### src/rtl/tgi_pkg.sv
`timescale 1ns / 1ps
// ----------------------------------------------------------------------------
// tgi_pkg
// Shared widths, latencies, register codes and helpers for the trilinear
// grid interpolator.
// ----------------------------------------------------------------------------
package tgi_pkg;

    localparam int IDX_W      = 12;
    localparam int EXT_W      = 13;
    localparam int SAMPLE_W   = 32;
    localparam int FRAC_W     = 16;
    localparam int WGT_W      = FRAC_W + 1;
    localparam int CFG_IDX_W  = 3;
    localparam int CFG_DATA_W = 32;
    localparam int CORNERS    = 8;

    localparam logic [EXT_W-1:0] MAX_EXTENT = EXT_W'(4096);
    localparam logic [WGT_W-1:0] WGT_ONE    = WGT_W'(1) << FRAC_W;

    localparam int GRID_STAGES = (IDX_W + 1) / 2;
    localparam int FRAC_STAGES = (WGT_W + 1) / 2;
    localparam int AXIS_LAT    = GRID_STAGES + 1 + FRAC_STAGES;
    localparam int LERP_LAT    = 3;
    localparam int PIPE_LAT    = AXIS_LAT + 3 * LERP_LAT;

    typedef enum logic [CFG_IDX_W-1:0] {
        REG_LINE_SPACING   = 3'd0,
        REG_SAMPLE_SPACING = 3'd1,
        REG_LINE_COUNT     = 3'd2,
        REG_TRACE_COUNT    = 3'd3,
        REG_SAMPLE_COUNT   = 3'd4,
        REG_NULL_CODE      = 3'd5
    } t_cfg_reg;

    typedef enum int {
        C000 = 0, C100 = 1, C010 = 2, C110 = 3,
        C001 = 4, C101 = 5, C011 = 6, C111 = 7
    } t_corner;

    typedef struct packed {
        logic [EXT_W-1:0] spacing;
        logic [IDX_W-1:0] last;
    } t_axis_cfg;

    typedef struct packed {
        logic [WGT_W-1:0] weight;
        logic             on_grid;
    } t_axis_res;

    function automatic logic [EXT_W-1:0] clamp_ext(input logic [EXT_W-1:0] v);
        logic [EXT_W-1:0] r;
        r = v;
        if (v == '0) begin
            r = EXT_W'(1);
        end else if (v > MAX_EXTENT) begin
            r = MAX_EXTENT;
        end
        return r;
    endfunction

endpackage

### src/rtl/tgi_lerp.sv
`timescale 1ns / 1ps
// ----------------------------------------------------------------------------
// tgi_lerp
// Three-stage linear blend: difference, weight product, rounded sum.
// ----------------------------------------------------------------------------
module tgi_lerp (
    input  logic                                i_clk,
    input  logic                                i_en,
    input  logic signed [tgi_pkg::SAMPLE_W-1:0] i_near,
    input  logic signed [tgi_pkg::SAMPLE_W-1:0] i_far,
    input  logic        [tgi_pkg::WGT_W-1:0]    i_weight,
    output logic signed [tgi_pkg::SAMPLE_W-1:0] o_value
);
    localparam int SW = tgi_pkg::SAMPLE_W;
    localparam int DW = SW + 1;
    localparam int PW = DW + tgi_pkg::WGT_W + 1;
    localparam logic signed [PW-1:0] ROUND = PW'(1) <<< (tgi_pkg::FRAC_W - 1);

    logic signed [DW-1:0] n_diff;
    logic signed [DW-1:0] r_diff;
    logic signed [SW-1:0] r_far1;
    logic [tgi_pkg::WGT_W-1:0] r_wgt;
    logic signed [PW-1:0] n_prod;
    logic signed [PW-1:0] r_prod;
    logic signed [SW-1:0] r_far2;
    logic signed [PW-1:0] w_shift;
    logic signed [SW-1:0] n_value;
    logic signed [SW-1:0] r_value;

    assign n_diff  = DW'(i_near) - DW'(i_far);
    assign n_prod  = PW'(r_diff) * PW'($signed({1'b0, r_wgt}));
    assign w_shift = (r_prod + ROUND) >>> tgi_pkg::FRAC_W;
    assign n_value = r_far2 + w_shift[SW-1:0];

    always_ff @(posedge i_clk) begin
        if (i_en) begin
            r_diff  <= n_diff;
            r_far1  <= i_far;
            r_wgt   <= i_weight;
            r_prod  <= n_prod;
            r_far2  <= r_far1;
            r_value <= n_value;
        end
    end

    assign o_value = r_value;

endmodule

### config.mk
export PLATFORM = sky130hd
export DESIGN_NAME = tgi_lerp
export DESIGN_NICKNAME = d
export VERILOG_FILES = /design/src/rtl/tgi_pkg.sv /design/src/rtl/tgi_lerp.sv
export SDC_FILE = /design/constraint.sdc
export NUM_CORES = 2
export LEC_CHECK = 0
export CAP_MARGIN = 25
export CORE_UTILIZATION = 45
export CTS_CLUSTER_SIZE = 25
export DETAILED_ROUTE_END_ITERATION = 10
export DONT_BUFFER_PORTS = 1
export PLACE_DENSITY_LB_ADDON = 0.25
export SYNTH_ARGS = -nofsm -noshare
export SYNTH_HDL_FRONTEND = slang
export SYNTH_SLANG_ARGS = --single-unit
### constraint.sdc
create_clock -name i_clk -period 15.2 [get_ports i_clk]
set_input_delay 1.52 -clock i_clk [delete_from_list [all_inputs] [get_ports i_clk]]
set_output_delay 1.52 -clock i_clk [all_outputs]
set_load 0.02 [all_outputs]
==> metrics.cfg <==
[global_routing]
grt_use_met2_pct = 40.96
gr-total-overflow = 0
antenna_found_initial = 1
grt_pass1_vias = 20620
grtUsageTotal_pct = 23.55
top_usage_layer = met2
grt_max_degree = 180
met3_usage_pct = 3.918
grt_pass1_wl_mm = 112.2
grt_use_met1_pct = 29.91

[clock_network]
post-cts-setup-buffers = 0
cts.clk_slew.worst_paths_ns = 0.09
ctsHoldBuffers = 0
clk_latency_ns = 0.51
cts_tree = done
htree_levels = 4
cts_buffers = 17
clock_sinks = 179
clock_path_buffers = 2
ctsRootBufferMaster = clkbuf_16
cts_resized = 0

[synthesis]
ys_async_sr_fraction_pct = 0
synth_cell_types = 70
ys_warn_count = 0
syn_nets = 3543
postSynthAreaPerCell_um2 = 9.925
synth.yosys.seq_area_share_pct = 19.55
synth_ff_type = edfxtp_1
ys_seq_elements = 179
synthCells = 2770
syn_area_um2 = 27490
synth_edf_count = 179

[floorplanning]
die_y_um = 249.2
die_x_um = 249.2
io_pins = 115
dieArea_um2 = 62090
start_util_pct = 45.55
rows = 90
core-area_um2 = 60360

[timing]
finalMaxSlewViolations = 0
hold_slack_ns = 0.4129
fin_worst_skew_ns = 0.02442
slew-limit-headroom_pct = 36.99
period_share_pct = 47.11
worstMarginPinSlew_ns = 0.9395
max_freq_ghz = 0.1397
rsz0062_at_grt = false
setup_slack_ns = 8.039
min_period_ns = 7.161
finalSetupViolations = 0
hold_viol_final = 0
setup_tns_ns = 0

[layout]
postLayoutCoreUtil_pct = 47.91
final_cell_mix = 636 x inv_1, 516 x fa_1, 310 x and2_1
syn_to_final_growth_pct = 5.193
multi_input_area_um2 = 19400
fin_nets = 3494
final_common_cell = inv_1
register_area_um2 = 5375
drive_gt1_share_pct = 2.451
fillers = 5574

[setup_path]
required_ns = 15.46
arrival_ns = 7.42
critPathLaunchType = flop
crit_path_max_fanout = 17
critPathCaptureType = flop
crit_type = reg2reg

[route]
firstDrtPassIters = 5
drc = 0
vias = 18700
totalWireLength_mm = 69.39
vias_per_cell = 5.317
drt_iter0_drc = 1189
wl_per_cell_um = 19.73
antenna_violating_nets_post_route = 0

[placement]
dp_slack_ns = 8.187
dp_hpwl_mm = 53.83
portBuffers = 0
gp_congestion = 0.9201

[status]
status = completed

[flow_run]
max-cap-violations = 0

[worst_hold_path]
hold_class = reg2reg

## state kept, by name, indices dropped and copies added (netlist names)
name     count
r_prod      33
r_far2      32
o_value     32
r_far1      32
r_wgt       17
r_diff      33
## synth_stat cells (30+ instances only)
master,count,share of area [%]
inv_1,636,8.7
fa_1,516,38
and2_1,310,7.1
nand2_1,300,4.1
edfxtp_1,179,20
ha_1,174,7.9
xnor2_1,92,2.9
clkbuf_1,88,1.2
a21oi_1,80,1.5
nor2_1,51,0.70
o21ai_0,44,0.80
nand3_1,30,0.55
xor2_1,30,0.96
## routing by layer
layer | vias to the layer above | share of wire [%]
met1 | 9713 | 41
met5 | - | 0
met2 | 511 | 51
met3 | 89 | 5.6
met4 | 0 | 2.5
li1 | 8388 | -
## cells by family after synthesis
logic type	share of synthesized area (%)
AND/OR/NAND/NOR	14.72
buffers and inverters	9.899
adder cells (fa/ha/maj)	45.49
AO/OA/AOI/OAI	6.340
flip-flops	19.55
XOR/XNOR	3.887
multiplexers	0.1092
## final timing paths
check                       start                   end  slack [ns]  cells after the start
min reg2reg  r_far1[16]$_DFFE_PP_  r_far2[16]$_DFFE_PP_        0.41                      0
max reg2reg  r_diff[10]$_DFFE_PP_  r_prod[42]$_DFFE_PP_        8.04                     20
max          r_diff[10]$_DFFE_PP_  r_prod[42]$_DFFE_PP_        8.04                     20
min          r_far1[16]$_DFFE_PP_  r_far2[16]$_DFFE_PP_        0.41                      0
## worst max-delay path, cell delays in order, from the launching register on
cell      delay (ns)
edfxtp_1        0.65
and2_1          0.28
fa_1            0.53
inv_1           0.06
fa_1            0.44
fa_1            0.56
inv_1           0.06
fa_1            0.49
fa_1            0.49
inv_1           0.05
fa_1            0.47
inv_1           0.04
ha_1            0.29
o21ai_0         0.12
o211ai_1        0.20
o22ai_2         0.17
o21ai_1         0.69
a31oi_1         0.24
o21ai_0         0.45
a21oi_1         0.23
o311ai_0        0.41
## metrics by stage
step / instances / instance area (µm²)
floorplan: 2770 / 27490
global placement: 3483 / 28280
detailed placement: 3483 / 28280
CTS: 3515 / 28890
global route: 3516 / 28920
finish: 3517 / 28920
## layout make-up
| cell class | count | area share, % |
|---|---|---|
| antenna | 1 | 0.008653 |
| clock buffer | 20 | 1.510 |
| sequential | 179 | 18.59 |
| tap | 782 | 3.383 |
| timing repair buffer | 20 | 0.5884 |
| clock inverter | 12 | 0.5884 |
| inverter | 637 | 8.268 |
| multi-input combinational | 1866 | 67.07 |
Power is not shown: default switching activity piles up to over one toggle a cycle in this logic, so the estimate is an artifact.
