## src/rtl/tgi_pkg.sv

```systemverilog
`timescale 1ns / 1ps
// ----------------------------------------------------------------------------
// tgi_pkg
// Shared widths, latencies, register codes and helpers for the trilinear
// grid interpolator.
// ----------------------------------------------------------------------------
package tgi_pkg;

    localparam int IDX_W      = 12;
    localparam int EXT_W      = 13;
    localparam int SAMPLE_W   = 32;
    localparam int FRAC_W     = 16;
    localparam int WGT_W      = FRAC_W + 1;
    localparam int CFG_IDX_W  = 3;
    localparam int CFG_DATA_W = 32;
    localparam int CORNERS    = 8;

    localparam logic [EXT_W-1:0] MAX_EXTENT = EXT_W'(4096);
    localparam logic [WGT_W-1:0] WGT_ONE    = WGT_W'(1) << FRAC_W;

    localparam int GRID_STAGES = (IDX_W + 1) / 2;
    localparam int FRAC_STAGES = (WGT_W + 1) / 2;
    localparam int AXIS_LAT    = GRID_STAGES + 1 + FRAC_STAGES;
    localparam int LERP_LAT    = 3;
    localparam int PIPE_LAT    = AXIS_LAT + 3 * LERP_LAT;

    typedef enum logic [CFG_IDX_W-1:0] {
        REG_LINE_SPACING   = 3'd0,
        REG_SAMPLE_SPACING = 3'd1,
        REG_LINE_COUNT     = 3'd2,
        REG_TRACE_COUNT    = 3'd3,
        REG_SAMPLE_COUNT   = 3'd4,
        REG_NULL_CODE      = 3'd5
    } t_cfg_reg;

    typedef enum int {
        C000 = 0, C100 = 1, C010 = 2, C110 = 3,
        C001 = 4, C101 = 5, C011 = 6, C111 = 7
    } t_corner;

    typedef struct packed {
        logic [EXT_W-1:0] spacing;
        logic [IDX_W-1:0] last;
    } t_axis_cfg;

    typedef struct packed {
        logic [WGT_W-1:0] weight;
        logic             on_grid;
    } t_axis_res;

    function automatic logic [EXT_W-1:0] clamp_ext(input logic [EXT_W-1:0] v);
        logic [EXT_W-1:0] r;
        r = v;
        if (v == '0) begin
            r = EXT_W'(1);
        end else if (v > MAX_EXTENT) begin
            r = MAX_EXTENT;
        end
        return r;
    endfunction

endpackage

```

## src/rtl/tgi_axis_weight.sv

```systemverilog
`timescale 1ns / 1ps
// ----------------------------------------------------------------------------
// tgi_axis_weight
// Pipelined near-corner weight along one axis: grid remainder by restoring
// division, cell setup, then the fraction quotient, two bits per stage.
// ----------------------------------------------------------------------------
module tgi_axis_weight (
    input  logic                               i_clk,
    input  logic                               i_en,
    input  tgi_pkg::t_axis_cfg                 i_cfg,
    input  logic [tgi_pkg::IDX_W-1:0]          i_index,
    output tgi_pkg::t_axis_res                 o_res
);
    localparam int IW = tgi_pkg::IDX_W;
    localparam int EW = tgi_pkg::EXT_W;
    localparam int WW = tgi_pkg::WGT_W;
    localparam int GS = tgi_pkg::GRID_STAGES;
    localparam int FS = tgi_pkg::FRAC_STAGES;

    // grid remainder stages
    logic [IW-1:0] w_g_idx [GS];
    logic [IW-1:0] w_g_rem [GS];
    logic [IW-1:0] n_g_rem [GS];
    logic [IW-1:0] r_g_idx [GS];
    logic [IW-1:0] r_g_rem [GS];

    assign w_g_idx[0] = i_index;
    assign w_g_rem[0] = '0;

    for (genvar s = 0; s < GS; s++) begin : g_grid
        if (s > 0) begin : g_link
            assign w_g_idx[s] = r_g_idx[s-1];
            assign w_g_rem[s] = r_g_rem[s-1];
        end

        always_comb begin
            logic [EW-1:0] t;
            logic [IW-1:0] rem;
            rem = w_g_rem[s];
            for (int j = 0; j < 2; j++) begin
                if (s * 2 + j < IW) begin
                    t = {rem, w_g_idx[s][IW-1-(s*2+j)]};
                    if (t >= i_cfg.spacing) begin
                        t = t - i_cfg.spacing;
                    end
                    rem = t[IW-1:0];
                end
            end
            n_g_rem[s] = rem;
        end

        always_ff @(posedge i_clk) begin
            if (i_en) begin
                r_g_idx[s] <= w_g_idx[s];
                r_g_rem[s] <= n_g_rem[s];
            end
        end
    end

    // cell setup
    logic [IW-1:0]   w_idx;
    logic [IW-1:0]   w_near;
    logic [IW+1:0]   w_far_raw;
    logic [IW-1:0]   w_far;
    logic [IW-1:0]   n_dist;
    logic [IW-1:0]   n_span;
    logic            n_full;
    logic [IW-1:0]   r_s_dist;
    logic [IW-1:0]   r_s_span;
    logic            r_s_full;
    logic            r_s_grid;

    assign w_idx     = r_g_idx[GS-1];
    assign w_near    = w_idx - r_g_rem[GS-1];
    assign w_far_raw = {2'b00, w_near} + (IW+2)'(i_cfg.spacing);
    assign w_far     = (w_far_raw > {2'b00, i_cfg.last}) ? i_cfg.last : w_far_raw[IW-1:0];
    assign n_full    = (w_far <= w_near);
    assign n_dist    = (w_far > w_idx) ? (w_far - w_idx) : '0;
    assign n_span    = w_far - w_near;

    always_ff @(posedge i_clk) begin
        if (i_en) begin
            r_s_dist <= n_dist;
            r_s_span <= n_span;
            r_s_full <= n_full;
            r_s_grid <= (r_g_rem[GS-1] == '0);
        end
    end

    // fraction quotient stages
    logic [IW-1:0] w_q_rem  [FS];
    logic [WW-1:0] w_q_quo  [FS];
    logic [IW-1:0] w_q_span [FS];
    logic          w_q_full [FS];
    logic          w_q_grid [FS];
    logic [IW-1:0] n_q_rem  [FS];
    logic [WW-1:0] n_q_quo  [FS];
    logic [IW-1:0] r_q_rem  [FS];
    logic [WW-1:0] r_q_quo  [FS];
    logic [IW-1:0] r_q_span [FS];
    logic          r_q_full [FS];
    logic          r_q_grid [FS];

    assign w_q_rem[0]  = r_s_dist;
    assign w_q_quo[0]  = '0;
    assign w_q_span[0] = r_s_span;
    assign w_q_full[0] = r_s_full;
    assign w_q_grid[0] = r_s_grid;

    for (genvar s = 0; s < FS; s++) begin : g_frac
        if (s > 0) begin : g_link
            assign w_q_rem[s]  = r_q_rem[s-1];
            assign w_q_quo[s]  = r_q_quo[s-1];
            assign w_q_span[s] = r_q_span[s-1];
            assign w_q_full[s] = r_q_full[s-1];
            assign w_q_grid[s] = r_q_grid[s-1];
        end

        always_comb begin
            logic [IW:0]   t;
            logic [IW-1:0] rem;
            logic [WW-1:0] quo;
            rem = w_q_rem[s];
            quo = w_q_quo[s];
            for (int j = 0; j < 2; j++) begin
                if (s * 2 + j < WW) begin
                    t = (s * 2 + j == 0) ? {1'b0, rem} : {rem, 1'b0};
                    if (t >= {1'b0, w_q_span[s]}) begin
                        t = t - {1'b0, w_q_span[s]};
                        quo[WW-1-(s*2+j)] = 1'b1;
                    end
                    rem = t[IW-1:0];
                end
            end
            n_q_rem[s] = rem;
            n_q_quo[s] = quo;
        end

        always_ff @(posedge i_clk) begin
            if (i_en) begin
                r_q_rem[s]  <= n_q_rem[s];
                r_q_quo[s]  <= n_q_quo[s];
                r_q_span[s] <= w_q_span[s];
                r_q_full[s] <= w_q_full[s];
                r_q_grid[s] <= w_q_grid[s];
            end
        end
    end

    // zero span gives the near corner full weight
    assign o_res.weight  = r_q_full[FS-1] ? tgi_pkg::WGT_ONE : r_q_quo[FS-1];
    assign o_res.on_grid = r_q_grid[FS-1];

endmodule

```

## config.mk

```make
export PLATFORM = sky130hd
export DESIGN_NAME = tgi_axis_weight
export DESIGN_NICKNAME = d
export VERILOG_FILES = /design/src/rtl/tgi_pkg.sv /design/src/rtl/tgi_axis_weight.sv
export SDC_FILE = /design/constraint.sdc
export NUM_CORES = 1
export LEC_CHECK = 0
export BUFFER_PORTS_ARGS = -buffer_cell sky130_fd_sc_hd__buf_2
export CAP_MARGIN = 20
export CORE_ASPECT_RATIO = 0.7
export CORE_MARGIN = 2
export CORE_UTILIZATION = 55
export CTS_CLUSTER_DIAMETER = 120
export DETAILED_ROUTE_END_ITERATION = 10
export GPL_ROUTABILITY_DRIVEN = 0
export HOLD_SLACK_MARGIN = 0.03
export PLACE_DENSITY = 0.71
export SYNTH_ARGS = -nofsm -noshare
export SYNTH_HDL_FRONTEND = slang
export SYNTH_SLANG_ARGS = --single-unit
```

## constraint.sdc

```tcl
create_clock -name i_clk -period 8.16 [get_ports i_clk]
set_clock_uncertainty 0.05 [all_clocks]
set_input_delay 0.816 -clock i_clk [delete_from_list [all_inputs] [get_ports i_clk]]
set_output_delay 0.816 -clock i_clk [all_outputs]
set_load 0.02 [all_outputs]
```

==> results.md <==
* Filler cells at 5,100
* Synth Warn # at 0
* Sequential area share after synthesis at 0.3975
* Share of layout cells above drive strength 1 at 0.1239
* WL met1 at 40,490 µm
* Grt ovf at 0
* Worst skew pair latency at 0.62 ns
* Worst-margin pin slew at 1.025 ns
* Die W at 307.4 µm
* Maxcap violations at 0
* Crit share post-route at 0.9367
* CP required at 8.45 ns
* # DRC at 0
* Yosys reg bits at 469
* Core area at 63,390 µm²
* Arrival time worst endpoint at 7.93 ns
* CP peak stage delay at 0.55 ns
* I/O pin count at 57
* Fmax at 130.8 MHz
* Setup Crit Path Kind: reg -> reg
* Clock Sinks at 469
* FFs w/ async S/R, synth at 0
* Number of iterations in the first detailed-routing pass at 5
* Root Buffer Master: clkbuf_16
* Hold-fix buffers, CTS at 0
* Via count at 26,510
* Reg2reg end: r_s_dist[10]$_SDFFCE_PP0P_
* Register area at 14,080 µm²
* Metal3 WL at 5958 µm
* Critical Path Sink: r_s_dist[10]$_SDFFCE_PP0P_
* Initial antenna violation count at 2
* Die Span Y at 216.3 µm
* Post-CTS Setup Repair Bufs at 0
* Die area at 66,490 µm²
* Post-route ant nets at 0
* Netlist Area Pre-Place at 35,430 µm²
* Area Growth Syn to Fin at 8.653%
* Pin count of the biggest net entering global routing at 185
* Unrepaired setup endpoints after global routing: false
* EDFF count, synth at 469
* Post-Syn Instances at 3,388
* Worst R2R Start: r_g_idx[5][0]$_DFFE_PP_
* Cts bufs inserted at 48
* Post-synthesis net count at 3,852
* Cell depth of the worst flop-to-flop path at 34
* Total wire length at 83,710 µm
* Most frequent cells in the layout: edfxtp_1 (469), ha_1 (401), inv_1 (285), nor2_1 (227), a21oi_1 (209)
* Clk slew on worst S/H paths at 0.07 ns
* CTS resizes at 0
* Pins Over Slew Limit at 0
* CTS tree: yes
* Multi-input gate area at 20,080 µm²
* Critical path startpoint category: register
* Slowest-stage cell, CP: a2111oi_0
* Hold Path Class: in -> reg
* Top FF cell, synth: edfxtp_1
* Most repeated library cell on the critical path: a21oi_1
* Top Layer Used: met4
* Most common cell after layout, fill and taps aside: edfxtp_1
* Setup Viol. Count Final at 0
* Vias/cell at 6.095
* First-pass GRT wire length at 134,800 µm
* CP endpoint kind: register
* Setup tns final at 0 ns
* Status: finished, final reports clean
* Initial core utilization at 0.5589
* CP Launch Point: r_g_idx[5][0]$_DFFE_PP_
* Iteration-0 DRC count of the detailed router at 2,164
* Final hold vios at 0
* Site Rows at 77
* GRT Util Overall at 0.2495
* Final net count at 3,943
* Netlist cell types at 84
* FF-to-FF setup slack at 0.52 ns
* IO buf count at 56
* Max-slew headroom at 0.3164
* Routed met2 length at 35,520 µm
* Clock Tree Buf Depth at 3
* CTS H-tree lvls at 2
* Avg Inst Size Synth at 10.46 µm²
* DP HPWL at 62,930 µm
* Worst-path fanout max at 3
* Number of global-route vias before repair at 25,850
* Min cycle time layout at 7.643 ns
* Wire per inst at 19.25 µm
registers in the layout, indices dropped and copies added, names as in the netlist, 9 cells and up:
name      flops
r_q_quo      89
r_g_idx      72
r_q_full      9
r_q_rem      96
r_s_dist     12
r_q_span     96
r_g_rem      72
r_q_grid      9
r_s_span     12
worst min-delay path by stage:
stage	startpoint	end	cells past startpoint
2_1_floorplan	r_g_idx[0][0]$_DFFE_PP_	r_g_idx[1][0]$_DFFE_PP_	0
3_3_place_gp	r_q_quo[0][97]$_DFFE_PP_	r_q_quo[0][114]$_DFFE_PP_	0
3_5_place_dp	r_g_idx[0][10]$_DFFE_PP_	r_g_idx[1][10]$_DFFE_PP_	0
4_1_cts	i_index[5]	r_g_idx[0][5]$_DFFE_PP_	1
5_1_grt	i_index[8]	r_g_idx[0][8]$_DFFE_PP_	1
6_report	i_index[5]	r_g_idx[0][5]$_DFFE_PP_	1
synth_stat cells, drive strengths merged (5+ instances only):
library cell | number | area (µm²)
or3 | 19 | 118.9
or4 | 8 | 60.06
fa | 24 | 480.5
a211oi | 26 | 215.2
ha | 401 | 5017
a31oi | 32 | 206.5
a41oi | 8 | 70.07
nor2 | 227 | 852.1
nor2b | 77 | 481.7
edfxtp | 469 | 14080
mux2 | 216 | 2466
nand2 | 181 | 679.4
xnor2 | 185 | 1620
buf | 24 | 136.4
nor3 | 82 | 410.4
o31a | 7 | 61.31
and3 | 29 | 181.4
inv | 288 | 1081
a21oi | 209 | 1046
a2111oi | 6 | 52.55
o21bai | 27 | 202.7
clkbuf | 22 | 82.58
o41ai | 6 | 90.09
o211ai | 24 | 180.2
mux2i | 24 | 240.2
nand3b | 6 | 45.04
a21o | 114 | 855.8
nor4 | 19 | 118.9
a31o | 11 | 96.34
a311oi | 6 | 52.55
or2 | 17 | 106.4
a21boi | 19 | 142.6
a211o | 12 | 105.1
o21ai | 166 | 834.6
nand3 | 53 | 265.3
and4 | 5 | 43.79
and2 | 34 | 212.7
nand2b | 27 | 168.9
a221oi | 5 | 50.04
o21a | 63 | 473.0
xor2 | 85 | 744.5
nand4 | 43 | 269.0
o31ai | 30 | 230.2
final cells by class:
cell class / instances / area share
multi-input cells: 2585 / 0.5216
repair buffers: 86 / 0.01414
well taps: 829 / 0.02695
clock inverters: 34 / 0.01069
flip-flops and latches: 469 / 0.3659
inverters: 289 / 0.02818
clock buffers: 55 / 0.03244
diodes: 2 / 0.0001300
metrics by stage:
| step | utilization | area [µm²] | hold WS, ns | setup slack (ns) | cells |
|---|---|---|---|---|---|
| finish | 0.6072 | 38490 | 0.3143 | 0.5165 | 4349 |
| global route | 0.6072 | 38490 | 0.3029 | 0.07279 | 4348 |
| CTS | 0.6064 | 38440 | 0.2854 | 0.3545 | 4344 |
| detailed placement | 0.5802 | 36780 | 0.3545 | 0.3650 | 4255 |
| global placement | 0.5799 | 36760 | 0.3507 | 0.6248 | 4253 |
| floorplan | - | 35430 | 0.3503 | 0.9794 | 3388 |
critical path, delay by kind of cell (launching register included):
kind            cells  cell delay, ns
compound gates     17            3.37
xor+xnor            2            0.33
fa+ha+maj           6            1.80
buf+inv             3            0.20
flops               1            0.45
mux                 1            0.26
simple gates        5            0.93
logic make-up (layout without fill, tap and decap cells):
group / after synthesis / count (layout) / share of synthesized area
flip-flops: 469 / 469 / 0.3975
adder cells (fa/ha/maj): 425 / 425 / 0.1552
buffers and inverters: 335 / 464 / 0.03680
other: 0 / 2 / 0
AO/OA/AOI/OAI: 813 / 814 / 0.1516
XOR/XNOR: 270 / 270 / 0.06675
multiplexers: 240 / 240 / 0.07639
AND/OR/NAND/NOR: 836 / 836 / 0.1157
routing by layer:
layer,vias to the layer above,track usage
met5,-,0
met4,0,0.06797
met3,140,0.04342
met2,937,0.3742
met1,12690,0.3716
li1,12740,-
Power is not shown: default switching activity piles up to over one toggle a cycle in this logic, so the estimate is an artifact.
